===== src/rtl/puv3d_pkg.sv =====
// Shared constants and types for the perpendicular unit vector block.
`timescale 1ns / 1ps
package puv3d_pkg;
   localparam int IN_WIDTH_DEF = 16;
   localparam int OUT_FRAC_DEF = 15;

   typedef struct packed {
      logic neg;
      logic deg;
   } ctl_type;
endpackage


===== src/rtl/puv3d_cell.sv =====
// One root-digit cell: tries a single bit of the scaled component.
`timescale 1ns / 1ps
module puv3d_cell #(
   parameter int MW  = 2 * puv3d_pkg::IN_WIDTH_DEF,
   parameter int F   = puv3d_pkg::OUT_FRAC_DEF,
   parameter int BIT = 0
) (
   input  logic                      clock,
   input  logic                      enable,
   input  logic [2*MW+2*F-1:0]       r_i,
   input  logic [2*MW+1:0]           s_i,
   input  logic [2*MW+2*F-1:0]       p_i,
   input  logic [F+2*MW+2:0]         q_i,
   input  logic [F:0]                k_i,
   input  puv3d_pkg::ctl_type        ctl_i,
   output logic [2*MW+2*F-1:0]       r_o,
   output logic [2*MW+1:0]           s_o,
   output logic [2*MW+2*F-1:0]       p_o,
   output logic [F+2*MW+2:0]         q_o,
   output logic [F:0]                k_o,
   output puv3d_pkg::ctl_type        ctl_o
);
   localparam int RW = 2*MW + 2*F;
   localparam int SW = 2*MW + 2;
   localparam int QW = F + 1 + SW;
   localparam int PW = 2*MW + 2*F + 5;
   localparam int KW = F + 1;

   logic [PW-1:0]      trial;
   logic               take;
   logic [RW-1:0]      r_ff;
   logic [SW-1:0]      s_ff;
   logic [RW-1:0]      p_ff, p_in;
   logic [QW-1:0]      q_ff, q_in;
   logic [KW-1:0]      k_ff, k_in;
   puv3d_pkg::ctl_type ctl_ff;

   assign trial = PW'(p_i) + (PW'(q_i) << (BIT + 1)) + (PW'(s_i) << (2 * BIT));
   assign take  = trial <= PW'(r_i);

   always_comb begin
      p_in = p_i;
      q_in = q_i;
      k_in = k_i;
      if (take) begin
         p_in = trial[RW-1:0];
         q_in = q_i + (QW'(s_i) << BIT);
         k_in = k_i | (KW'(1) << BIT);
      end
   end

   always_ff @(posedge clock) begin
      if (enable) begin
         r_ff   <= r_i;
         s_ff   <= s_i;
         p_ff   <= p_in;
         q_ff   <= q_in;
         k_ff   <= k_in;
         ctl_ff <= ctl_i;
      end
   end

   assign r_o   = r_ff;
   assign s_o   = s_ff;
   assign p_o   = p_ff;
   assign q_o   = q_ff;
   assign k_o   = k_ff;
   assign ctl_o = ctl_ff;
endmodule


===== config.mk =====
export PLATFORM = sky130hd
export DESIGN_NAME = puv3d_cell
export DESIGN_NICKNAME = d
export VERILOG_FILES = /design/src/rtl/puv3d_pkg.sv /design/src/rtl/puv3d_cell.sv
export SDC_FILE = /design/constraint.sdc
export NUM_CORES = 1
export LEC_CHECK = 0
export BUFFER_PORTS_ARGS = -buffer_cell sky130_fd_sc_hd__buf_2
export CORE_AREA = 2 2 273 275
export DETAILED_ROUTE_END_ITERATION = 10
export DIE_AREA = 0 0 275 277
export PLACE_DENSITY = 0.64
export SYNTH_ARGS = -nofsm -noshare
export SYNTH_HDL_FRONTEND = slang
export SYNTH_SLANG_ARGS = --single-unit

===== constraint.sdc =====
create_clock -name clock -period 8.4 [get_ports clock]
set_clock_uncertainty 0.2 [all_clocks]
set_input_delay 1.26 -clock clock [delete_from_list [all_inputs] [get_ports clock]]
set_output_delay 1.26 -clock clock [all_outputs]
set_load 0.02 [all_outputs]

==> impl_metrics.json <==
{
  "yosysTopAreaCellShare_pct": 41.10,
  "syn-cell-area_um2": 25870,
  "hold_viol": 0,
  "drc": 0,
  "max_freq_ghz": 0.1265,
  "numCtsBuffers": 43,
  "crit_type": "input port to register",
  "powerDensity_nw_per_um2": 223.9,
  "num_rows": 100,
  "post-synth-top-count-cell": "edfxtp_1",
  "synth_seq_area_share_pct": 41.10,
  "detail-route-antenna-nets": 0,
  "swShare_pct": 38.25,
  "arrival_ns": 8.02,
  "gp_congestion": 0.9396,
  "via_per_inst": 5.359,
  "cp.required_ns": 8.52,
  "crit_path_start_kind": "input port",
  "grt_pass1_wl_um": 140300,
  "power_mw": 7.252,
  "ir_drop_v": 0.0001613,
  "antenna_found_initial": 20,
  "cts.htree.levels": 2,
  "outcome": "finished, final reports clean",
  "clockPowerShare_pct": 24.9,
  "internal_power_mw": 4.478,
  "vias": 22230,
  "clockRootBuffer": "clkbuf_16",
  "io_buffers": 709,
  "cp_max_fo": 27,
  "synth_edf_count": 354,
  "nets": 3821,
  "core_um2": 73570,
  "crit_path_top_delay_cell": "fa_1",
  "switching_power_mw": 2.774,
  "die_x_um": 275,
  "grt_max_degree": 158,
  "worst_pin_slew_ns": 1.031,
  "synthTopCellsByArea": "edfxtp_1, ha_1, mux2_2",
  "maxSlewHeadroom_pct": 31.30,
  "period_share_pct": 94.09,
  "grt_pass1_vias": 22295,
  "fp.dieH_um": 277,
  "cts_hold_buf": 0,
  "synthCells": 2383,
  "synth_nets": 3067,
  "die-area_um2": 76180,
  "avgRoutedWirePerCell_um": 23.51,
  "netlist-cell-type-count": 71,
  "cts_tree": "done",
  "ys_top_cells_by_count": "edfxtp_1, ha_1, a21oi_1, nand2_1, mux2_2",
  "finalSetupViolCount": 0,
  "wl_um": 97520,
  "power_frac_comb_pct": 43.0,
  "post-route-min-period_ns": 7.903,
  "grt_util_all_layers_pct": 24.65,
  "drt_iter0_drc": 1873,
  "gr-total-overflow": 0,
  "cts_num_sinks": 354,
  "yosysWarnings": 0,
  "firstDrtPassIters": 5,
  "dp_hpwl_um": 81480,
  "power_frac_seq_pct": 32.2,
  "synth_flop_cell": "edfxtp_1",
  "max_cap_violations": 0,
  "yosysTopAreaCell": "edfxtp_1",
  "clockBufferDepth": 3,
  "ios": 710,
  "end_kind": "register",
  "postSynth.asyncResetShare_pct": 0,
  "hold_class": "input port to register",
  "critical-path-max-stage-delay_ns": 0.54,
  "postCtsSetupRepairBufs": 0,
  "synthToLayoutAreaGrowth_pct": 25.23,
  "fill_cells": 7133,
  "drive_gt1_share_pct": 32.25,
  "rsz0062_at_grt": "no",
  "clk_pin_slew_ns": 0.06,
  "slew_viol_final": 0,
  "start_util_pct": 35.16,
  "ys_ff_latch": 354,
  "hold_ws_ns": 0.6483,
  "p_leak_nw": 14.43,
  "syn_area_per_cell_um2": 10.85
}
## layout by cell type, fill, tap and decap left out, types with 17 or more instances in the layout
master     instances
a21o_1           106
a21oi_1          214
and3_1            24
buf_2            708
buf_4             76
clkbuf_16         44
edfxtp_1         354
fa_1              67
ha_1             261
inv_1            141
mux2_2           146
nand2_1          161
nand2b_1          17
nand3_1           55
nand4_1           62
nor2_1           110
nor2b_1           23
nor3_1            18
o211ai_1          24
o21a_1            17
o21ai_0          112
o21bai_1          24
xnor2_1          116
xor2_1            64
## worst max-delay path: cells and delay by family
kind                       cells  cell delay (ns)
AOI/OAI and AO/OA             11             2.54
xor gates and xnor gates       1             0.12
adders and majority gates      4             1.44
buffers and inverters          6             0.85
muxes                          1             0.36
and+or+nand+nor                7             1.40
## routing by layer
layer  vias to the layer above  part of all wire, %  track usage, %
met5                         -                0.094               0
met1                     10730                   41           30.84
li1                      10424                    -               -
met3                       154                  7.5           5.124
met2                       908                   49           42.80
met4                        14                  2.5           6.653
## sequential cells by signal (all words and copies together) (netlist names)
register	count
ctl_o	2
s_o	66
p_o	94
r_o	94
q_o	82
k_o	16
## final timing paths
kind                   start       to  slack [ns]  cells after the start
worst min-delay path  k_i[4]   k_o[4]        0.65                      1
worst max-delay path  s_i[1]  q_o[60]        0.50                     30
## repair_timing
item	in CTS	in global routing
setup endpoints to repair	0	5
hold endpoints to repair	0	0
gates resized for setup	0	1
## power groups by stage
stage	Combinational [mW]	Clock [mW]	Sequential, mW
2_1_floorplan	1.59	0	2.65
3_3_place_gp	3.08	0	2.37
3_5_place_dp	3.09	0	2.37
4_1_cts	3.11	1.84	2.34
5_1_grt	3.40	1.90	2.35
6_report	3.12	1.80	2.33
## cells by family after synthesis
family | Yosys count | share of synthesized area, %
AO/OA/AOI/OAI | 625 | 15.33
XOR/XNOR | 180 | 6.095
adder cells (fa/ha/maj) | 328 | 17.81
buffers and inverters | 226 | 3.434
flip-flops | 354 | 41.10
multiplexers | 147 | 6.399
AND/OR/NAND/NOR | 523 | 9.834
## metrics by stage
stage	setup WS [ns]	instance area, um^2	utilization (%)	TNS, ns	std cells
final	0.4967	32390	44.03	0	4148
after CTS	0.4133	32360	43.99	0	4138
after global routing	0.07522	32390	44.03	0	4146
after global placement	-0.06053	31040	42.19	-3.527	4061
after floorplan	0.9212	25870	-	0	2383
after detailed placement	-0.1591	31040	42.19	-17.20	4061
## layout make-up
class	count	area [um^2]	share of cell area, %
multi-input combinational	1803	14360	44.33
clock buffer	48	1116	3.445
clock inverter	29	211.5	0.6527
tap	969	1212	3.743
sequential	354	10630	32.81
antenna	10	25.02	0.07725
timing repair buffer	794	4309	13.30
inverter	141	529.3	1.634
(Power assumes the default switching activity.)
